[config.mk]
export PLATFORM = sky130hd
export DESIGN_NAME = stack_alu
export DESIGN_NICKNAME = d
export VERILOG_FILES = /design/src/rtl/core/stk_alu_pkg.sv /design/src/rtl/core/stk_alu_cell.sv /design/src/rtl/core/stk_alu_div.sv /design/src/rtl/core/stack_alu.sv
export VERILOG_INCLUDE_DIRS = /design/src /design/src/rtl/core
export SDC_FILE = /design/constraint.sdc
export NUM_CORES = 2
export LEC_CHECK = 0
export BUFFER_PORTS_ARGS = -buffer_cell sky130_fd_sc_hd__buf_4
export CORE_MARGIN = 3
export CORE_UTILIZATION = 46
export DETAILED_ROUTE_END_ITERATION = 12
export PLACE_DENSITY = 0.59
export RECOVER_POWER = 25
export SYNTH_ARGS = -nofsm -noshare
export SYNTH_HDL_FRONTEND = slang
export SYNTH_HIERARCHICAL = 1
export SYNTH_SLANG_ARGS = --single-unit
[constraint.sdc]
create_clock -name clk -period 18 [get_ports clk]
set_clock_uncertainty 0.05 [all_clocks]
set_input_delay 1.8 -clock clk [delete_from_list [all_inputs] [get_ports clk]]
set_output_delay 1.8 -clock clk [all_outputs]
set_load 0.05 [all_outputs]
[src/rtl/core/assert_macros.svh]
// assertion macros shared by the stack alu rtl
// expects clk and rst_n in the scope of each use
`ifndef ASSERT_MACROS_SVH
`define ASSERT_MACROS_SVH

// property that must hold on every edge out of reset
`define CHK_HOLD(lbl, prop, msg) \
  lbl: assert property (@(posedge clk) disable iff (!rst_n) (prop)) else $error(msg);

// condition that forces a consequence in the next cycle
`define CHK_NEXT(lbl, ante, cons, msg) \
  lbl: assert property (@(posedge clk) disable iff (!rst_n) (ante) |=> (cons)) else $error(msg);

`endif

[src/rtl/core/stk_alu_pkg.sv]
// shared types and constants for the stack alu
// no dependencies
`default_nettype none

package stk_alu_pkg;

  localparam int DATA_W = 32;
  localparam int STACK_DEPTH_DEF = 16;

  // operation carried by an input beat
  typedef enum logic [2:0] {
    MODE_PUSH = 3'd0,
    MODE_ADD  = 3'd1,
    MODE_MUL  = 3'd2,
    MODE_SUB  = 3'd3,
    MODE_MOD  = 3'd4,
    MODE_DROP = 3'd5,
    MODE_DUP  = 3'd6,
    MODE_NONE = 3'd7
  } mode_t;

  typedef enum logic [1:0] {
    ST_DONE = 2'd0,
    ST_FEW  = 2'd1,
    ST_OVER = 2'd2,
    ST_DIVZ = 2'd3
  } status_t;

  // what a stack cell does on the next edge
  typedef enum logic [1:0] {
    CELL_HOLD      = 2'd0,
    CELL_LOAD      = 2'd1,
    CELL_FROM_UP   = 2'd2,
    CELL_FROM_DOWN = 2'd3
  } cell_op_t;

  typedef struct packed {
    logic              done;
    logic [DATA_W-1:0] rem;
  } div_res_t;

endpackage

`default_nettype wire

[src/rtl/core/stk_alu_cell.sv]
// one stack entry of the shift-register stack
// depends on stk_alu_pkg
`default_nettype none

module stk_alu_cell
  import stk_alu_pkg::*;
(
  input  wire logic              clk,
  input  wire cell_op_t          op,
  input  wire logic [DATA_W-1:0] load_data,
  input  wire logic [DATA_W-1:0] up_data,
  input  wire logic [DATA_W-1:0] down_data,
  output logic      [DATA_W-1:0] data_q
);

  logic [DATA_W-1:0] data_r;
  logic [DATA_W-1:0] data_nxt;

  always_comb begin
    case (op)
      CELL_HOLD:      data_nxt = data_r;
      CELL_LOAD:      data_nxt = load_data;
      CELL_FROM_UP:   data_nxt = up_data;
      CELL_FROM_DOWN: data_nxt = down_data;
      default:        data_nxt = data_r;
    endcase
  end

  always_ff @(posedge clk) begin
    data_r <= data_nxt;
  end

  assign data_q = data_r;

endmodule

`default_nettype wire

[src/rtl/core/stk_alu_div.sv]
// bit-serial signed remainder unit, one dividend bit per cycle
// depends on stk_alu_pkg and assert_macros.svh
`default_nettype none
`include "assert_macros.svh"

module stk_alu_div
  import stk_alu_pkg::*;
(
  input  wire logic              clk,
  input  wire logic              rst_n,
  input  wire logic              start,
  input  wire logic [DATA_W-1:0] dividend,
  input  wire logic [DATA_W-1:0] divisor,
  output div_res_t               res
);

  localparam int STEP_W = $clog2(DATA_W);
  localparam logic [STEP_W-1:0] LAST_STEP = STEP_W'(DATA_W - 1);

  logic              busy_r, busy_nxt;
  logic              done_r, done_nxt;
  logic [STEP_W-1:0] step_r, step_nxt;
  logic [DATA_W-1:0] quo_r, quo_nxt;
  logic [DATA_W-1:0] rem_r, rem_nxt;
  logic [DATA_W-1:0] dvs_r, dvs_nxt;
  logic              neg_r, neg_nxt;
  logic [DATA_W:0]   shifted;
  logic [DATA_W:0]   diff;

  assign shifted = {rem_r, quo_r[DATA_W-1]};
  assign diff    = shifted - {1'b0, dvs_r};

  always_comb begin
    busy_nxt = busy_r;
    done_nxt = 1'b0;
    step_nxt = step_r;
    quo_nxt  = quo_r;
    rem_nxt  = rem_r;
    dvs_nxt  = dvs_r;
    neg_nxt  = neg_r;
    if (start) begin
      // work on magnitudes, remainder takes the dividend's sign
      busy_nxt = 1'b1;
      step_nxt = '0;
      quo_nxt  = dividend[DATA_W-1] ? (~dividend + DATA_W'(1)) : dividend;
      dvs_nxt  = divisor[DATA_W-1] ? (~divisor + DATA_W'(1)) : divisor;
      rem_nxt  = '0;
      neg_nxt  = dividend[DATA_W-1];
    end else if (busy_r) begin
      rem_nxt  = diff[DATA_W] ? shifted[DATA_W-1:0] : diff[DATA_W-1:0];
      quo_nxt  = {quo_r[DATA_W-2:0], 1'b0};
      step_nxt = step_r + STEP_W'(1);
      if (step_r == LAST_STEP) begin
        busy_nxt = 1'b0;
        done_nxt = 1'b1;
      end
    end
  end

  always_ff @(posedge clk) begin
    if (!rst_n) begin
      busy_r <= 1'b0;
      done_r <= 1'b0;
    end else begin
      busy_r <= busy_nxt;
      done_r <= done_nxt;
    end
  end

  always_ff @(posedge clk) begin
    step_r <= step_nxt;
    quo_r  <= quo_nxt;
    rem_r  <= rem_nxt;
    dvs_r  <= dvs_nxt;
    neg_r  <= neg_nxt;
  end

  assign res.done = done_r;
  assign res.rem  = neg_r ? (~rem_r + DATA_W'(1)) : rem_r;

  `CHK_HOLD(a_start_when_idle, (!start || !busy_r), "divider started while busy")
  `CHK_NEXT(a_done_single, done_r, (!done_r && !busy_r), "divider done held or busy after done")

endmodule

`default_nettype wire

[src/rtl/core/stack_alu.sv]
// Bounded operand stack with a small ALU. The stack is a row of STACK_DEPTH
// cells, cell 0 holding the top; push and dup shift the row down, binary
// operations, drop and pops shift it up. One beat in gives one beat out with
// the new top, the depth and a status. Push, add, subtract, multiply, drop,
// dup and beats that leave the stack unchanged (too few entries, overflow,
// modulo by zero, unused mode) go through an update, then result staging,
// which waits out a stalled output; a modulo that runs first waits on the
// bit-serial divider, one dividend bit per cycle. A new beat is taken
// while the previous result still waits at the output register.
// depends on stk_alu_pkg, stk_alu_cell, stk_alu_div and assert_macros.svh
`default_nettype none
`include "assert_macros.svh"

module stack_alu
  import stk_alu_pkg::*;
#(
  parameter int STACK_DEPTH = STACK_DEPTH_DEF
) (
  input  wire logic               clk,
  input  wire logic               rst_n,
  input  wire logic               in_valid,
  output logic                    in_stall,
  input  wire logic        [2:0]  in_mode,
  input  wire logic signed [31:0] in_operand_value,
  output logic                    out_valid,
  input  wire logic               out_stall,
  output logic signed      [31:0] out_top_value,
  output logic             [4:0]  out_stack_depth,
  output logic             [1:0]  out_status
);

  localparam int CNT_W = $clog2(STACK_DEPTH + 1);
  localparam logic [CNT_W-1:0] DEPTH_C = CNT_W'(STACK_DEPTH);
  localparam logic [CNT_W-1:0] MIN_OPS = CNT_W'(2);

  typedef enum logic [2:0] {
    S_IDLE = 3'b001,
    S_DIV  = 3'b010,
    S_PEND = 3'b100
  } state_t;

  state_t            state_r, state_nxt;
  logic [CNT_W-1:0]  cnt_r, cnt_nxt;
  status_t           status_r, status_nxt;
  logic              out_valid_r, out_valid_nxt;
  logic [DATA_W-1:0] out_top_r;
  logic [4:0]        out_depth_r;
  status_t           out_status_r;

  logic [DATA_W-1:0] cell_q [STACK_DEPTH];
  cell_op_t          op_top, op_rest;
  logic [DATA_W-1:0] load_data;
  logic [DATA_W-1:0] top_a, top_b;
  logic              accept, full, few, out_load, div_start;
  div_res_t          div_res;

  assign top_a  = cell_q[0];
  assign top_b  = cell_q[1];
  assign accept = in_valid && !in_stall;
  assign full   = (cnt_r >= DEPTH_C);
  assign few    = (cnt_r < MIN_OPS);

  always_comb begin
    state_nxt  = state_r;
    cnt_nxt    = cnt_r;
    status_nxt = status_r;
    op_top     = CELL_HOLD;
    op_rest    = CELL_HOLD;
    load_data  = in_operand_value;
    div_start  = 1'b0;
    out_load   = 1'b0;
    case (state_r)
      S_IDLE: begin
        if (accept) begin
          state_nxt  = S_PEND;
          status_nxt = ST_DONE;
          case (in_mode)
            MODE_PUSH: begin
              if (full) begin
                status_nxt = ST_OVER;
              end else begin
                op_top  = CELL_LOAD;
                op_rest = CELL_FROM_UP;
                cnt_nxt = cnt_r + CNT_W'(1);
              end
            end
            MODE_ADD, MODE_MUL, MODE_SUB: begin
              if (few) begin
                status_nxt = ST_FEW;
              end else begin
                if (in_mode == MODE_ADD) begin
                  load_data = top_a + top_b;
                end else if (in_mode == MODE_MUL) begin
                  load_data = top_a * top_b;
                end else begin
                  load_data = top_a - top_b;
                end
                op_top  = CELL_LOAD;
                op_rest = CELL_FROM_DOWN;
                cnt_nxt = cnt_r - CNT_W'(1);
              end
            end
            MODE_MOD: begin
              if (few) begin
                status_nxt = ST_FEW;
              end else if (top_b == '0) begin
                status_nxt = ST_DIVZ;
              end else begin
                div_start = 1'b1;
                state_nxt = S_DIV;
              end
            end
            MODE_DROP: begin
              if (few) begin
                status_nxt = ST_FEW;
              end else begin
                op_top  = CELL_FROM_DOWN;
                op_rest = CELL_FROM_DOWN;
                cnt_nxt = cnt_r - CNT_W'(1);
              end
            end
            MODE_DUP: begin
              if (few) begin
                status_nxt = ST_FEW;
              end else if (full) begin
                status_nxt = ST_OVER;
              end else begin
                op_rest = CELL_FROM_UP;
                cnt_nxt = cnt_r + CNT_W'(1);
              end
            end
            default: begin
              // unused mode: stack untouched, reported as done
            end
          endcase
        end
      end
      S_DIV: begin
        if (div_res.done) begin
          load_data = div_res.rem;
          op_top    = CELL_LOAD;
          op_rest   = CELL_FROM_DOWN;
          cnt_nxt   = cnt_r - CNT_W'(1);
          state_nxt = S_PEND;
        end
      end
      S_PEND: begin
        if (!out_valid_r || !out_stall) begin
          out_load  = 1'b1;
          state_nxt = S_IDLE;
        end
      end
      default: state_nxt = S_IDLE;
    endcase
  end

  always_comb begin
    out_valid_nxt = out_valid_r;
    if (out_load) begin
      out_valid_nxt = 1'b1;
    end else if (out_valid_r && !out_stall) begin
      out_valid_nxt = 1'b0;
    end
  end

  always_ff @(posedge clk) begin
    if (!rst_n) begin
      state_r     <= S_IDLE;
      cnt_r       <= '0;
      status_r    <= ST_DONE;
      out_valid_r <= 1'b0;
    end else begin
      state_r     <= state_nxt;
      cnt_r       <= cnt_nxt;
      status_r    <= status_nxt;
      out_valid_r <= out_valid_nxt;
    end
  end

  always_ff @(posedge clk) begin
    if (out_load) begin
      out_top_r    <= (cnt_r == '0) ? '0 : top_a;
      out_depth_r  <= 5'(cnt_r);
      out_status_r <= status_r;
    end
  end

  // cell 0 is the top; each cell sees the one above and the one below
  for (genvar i = 0; i < STACK_DEPTH; i++) begin : g_cell
    logic [DATA_W-1:0] up_data;
    logic [DATA_W-1:0] down_data;
    if (i == 0) begin : g_first
      assign up_data = '0;
    end else begin : g_mid_up
      assign up_data = cell_q[i-1];
    end
    if (i == STACK_DEPTH - 1) begin : g_last
      assign down_data = '0;
    end else begin : g_mid_down
      assign down_data = cell_q[i+1];
    end
    stk_alu_cell u_cell (
      .clk       (clk),
      .op        ((i == 0) ? op_top : op_rest),
      .load_data (load_data),
      .up_data   (up_data),
      .down_data (down_data),
      .data_q    (cell_q[i])
    );
  end

  stk_alu_div u_div (
    .clk      (clk),
    .rst_n    (rst_n),
    .start    (div_start),
    .dividend (top_a),
    .divisor  (top_b),
    .res      (div_res)
  );

  assign in_stall        = (state_r != S_IDLE);
  assign out_valid       = out_valid_r;
  assign out_top_value   = out_top_r;
  assign out_stack_depth = out_depth_r;
  assign out_status      = out_status_r;

  `CHK_HOLD(a_cnt_bound, (cnt_r <= DEPTH_C), "entry count above stack depth")
  `CHK_NEXT(a_accept_busy, accept, (state_r != S_IDLE), "accepted beat left no work")
  `CHK_HOLD(a_div_in_div, (!div_res.done || state_r == S_DIV), "divider result outside modulo")
  `CHK_NEXT(a_pend_out, (state_r == S_PEND && state_nxt == S_IDLE), out_valid_r,
    "pending result not staged")

endmodule

`default_nettype wire
==> impl_metrics.json <==
{
  "synth-main-ff-cell": "edfxtp_1",
  "hold_violations": 0,
  "synth.area.top_cells": "edfxtp_1 33%, fa_1 15%, mux2i_1 9.2%",
  "tns_ns": 0,
  "grt_util_met2": 0.4205,
  "htree_levels": 3,
  "netlist_area_mm2": 0.05652,
  "grt_max_degree": 263,
  "rows": 127,
  "place.gp.congestion": 0.9630,
  "grt_pass1_vias": 41867,
  "floorplan.initialDensity": 0.4674,
  "required_ns": 18.23,
  "startpoint_type": "input pin",
  "pin_count": 80,
  "insertion_delay_ns": 0.71,
  "ys_seq_area_frac": 0.3450,
  "synth_edf_count": 616,
  "cts_resized": 0,
  "die_w_um": 356.5,
  "fin_cells": 7394,
  "wl_per_cell_um": 23.19,
  "finalCriticalPeriod_ns": 13.10,
  "grt_setup_unrepaired": "no",
  "die_y_um": 356.5,
  "io_buffers": 79,
  "vias": 42193,
  "ir_drop_mv": 0.5789,
  "critical_path.max_fanout": 130,
  "clk_pin_slew_worst_paths_ns": 0.06,
  "outcome": "finished, violations left",
  "slew_viol_final": 769,
  "grt_pass1_wl_um": 261200,
  "grt_overflow": 0,
  "layout_commonest_cell": "nor2_1",
  "use_met3": 0.04095,
  "hpwl_um": 117700,
  "grt_usage": 0.2695,
  "crit_arrival_ns": 13.33,
  "synth_top_area_frac": 0.3273,
  "post-cts-setup-buffers": 0,
  "antenna_found_initial": 7,
  "worstSetupPathType": "in2reg",
  "drt-total-wl_um": 171500,
  "setup_violations": 0,
  "clkSinkCount": 666,
  "synth_seq_cells": 666,
  "p_leak_nw": 23.26,
  "yosysWarningCount": 6,
  "coreArea_mm2": 0.1209,
  "worstMarginPinSlew_ns": 8.694,
  "avgSynthCellArea_um2": 9.884,
  "syn_inst": 5719,
  "total_power_mw": 12.83,
  "nets": 6391,
  "critPathCaptureType": "flip-flop",
  "fin_area_mm2": 0.06038,
  "cts-root-buf": "clkbuf_16",
  "ctsHoldBuffers": 0,
  "drive_above_1_share": 0.05798,
  "maxSlewHeadroom": -4.796,
  "async_flop_share": 0,
  "dp.cells": 7248,
  "p_per_area_mw_per_mm2": 212.5,
  "top_usage_layer": "met2",
  "fill_cells": 11211,
  "cts_tree": "yes",
  "finalCritPeriodShare": 0.7278,
  "use_met1": 0.3862,
  "timing.hold.ws_ns": 0.4102,
  "drc": 0,
  "vias_per_cell": 5.706,
  "mostFrequentLayoutCells": "687 x nor2_1, 682 x a21oi_1, 616 x edfxtp_1, 560 x inv_1, 520 x mux2i_1",
  "placed_cell_area_mm2": 0.05808,
  "tritoncts.num_buffers": 79,
  "max-cap-violations": 13,
  "hp-class": "reg2reg",
  "violations": "max-capacitance violations, max-slew violations",
  "die_area_mm2": 0.1271,
  "yosys.area.top_type": "edfxtp_1",
  "max_freq_mhz": 76.33,
  "first_pass_iters": 6,
  "drtIter0Drc": 4143,
  "clk_path_buf_depth": 3,
  "antenna_left": 0,
  "syn2layout_area_growth_pct": 6.813,
  "synth_cell_types": 86
}
## logic make-up (layout without fill, tap and decap cells)
family,Yosys count,count (layout),share of synthesized area
other,1,68,0.00006634
DFF,666,666,0.3450
AOI/OAI and AO/OA,1128,1128,0.1184
xor gates and xnor gates,224,224,0.03471
muxes,522,522,0.09248
buffers and inverters,918,914,0.07989
adders and majority gates,635,635,0.1951
and+or+nand+nor,1625,1625,0.1344
## final cells by class
| type | count | area, um2 | area share |
|---|---|---|---|
| sequential | 666 | 19500 | 0.3230 |
| tap | 1612 | 2017 | 0.03341 |
| antenna | 4 | 10.01 | 0.0001658 |
| timing repair buffer | 210 | 1386 | 0.02296 |
| clock buffer | 106 | 2215 | 0.03668 |
| inverter | 562 | 2110 | 0.03494 |
| multi-input combinational | 4198 | 32800 | 0.5433 |
| clock inverter | 36 | 337.8 | 0.005595 |
## worst paths after layout
check | startpoint | to | slack (ns) | depth (start not counted)
worst max-delay path | in_mode[2] | g_cell[4].u_cell/data_q[13] | 4.90 | 8
worst min-delay path | status_r[1] | out_status[1] | 0.41 | 0
worst max register to register | state_r[1] | g_cell[4].u_cell/data_q[13] | 5.77 | 8
worst min register to register | status_r[1] | out_status[1] | 0.41 | 0
## sequential cells by signal, indices dropped and copies added (netlist names)
register	cells
u_div/step_r	5
g_cell.u_cell/data_q	512
cnt_r	5
state_r	3
out_stack_depth	5
out_valid	1
u_div/busy_r	1
out_status	2
u_div/dvs_r	32
u_div/quo_r	32
status_r	2
u_div/done_r	1
out_top_value	32
u_div/neg_r	1
u_div/rem_r	32
## synth_stat cells, types with 19 or more instances
| library cell | number |
|---|---|
| nor3_1 | 28 |
| xor2_1 | 69 |
| dfxtp_1 | 50 |
| o21ai_0 | 108 |
| a311oi_1 | 24 |
| fa_1 | 411 |
| nand3_1 | 36 |
| nand2_1 | 358 |
| buf_2 | 50 |
| nor2b_1 | 52 |
| clkbuf_1 | 215 |
| buf_6 | 20 |
| xnor2_1 | 155 |
| nor2_1 | 690 |
| a22oi_1 | 23 |
| or2_2 | 27 |
| mux2i_1 | 520 |
| o31ai_1 | 43 |
| buf_4 | 19 |
| inv_1 | 560 |
| or3_1 | 25 |
| o21bai_1 | 20 |
| buf_12 | 48 |
| and2_1 | 284 |
| edfxtp_1 | 616 |
| ha_1 | 224 |
| nand2b_1 | 29 |
| a21oi_1 | 683 |
| a21o_1 | 42 |
## worst max-delay path, cell delays in order
cell      delay, ns
clkbuf_1       0.31
nand2b_1       0.33
nand2_1        0.14
nand2_1        0.07
nand2_1        1.81
clkbuf_1       6.00
buf_4          1.47
or2_2          1.00
## stage by stage
stage	setup slack, ns	utilization
3_5_place_dp	8.476	0.4803
5_1_grt	4.276	0.4992
2_1_floorplan	9.511	-
3_3_place_gp	8.643	0.4803
6_report	4.899	0.4993
4_1_cts	8.420	0.5014
## report_power, final
group	switching, mW	leakage (nW)	internal [mW]
sequential	0.164	6.05	1.90
combinational	5.47	16.0	3.68
clock	0.683	1.25	0.924
total	6.32	23.3	6.51
## per-layer routing
layer  vias to the layer above  wire length (um)
met5                         -                 0
met3                       294             13260
li1                      19480                 -
met1                     20786             75500
met4                         0              5564
met2                      1633             77140
Power figures use the tool's default switching activity.
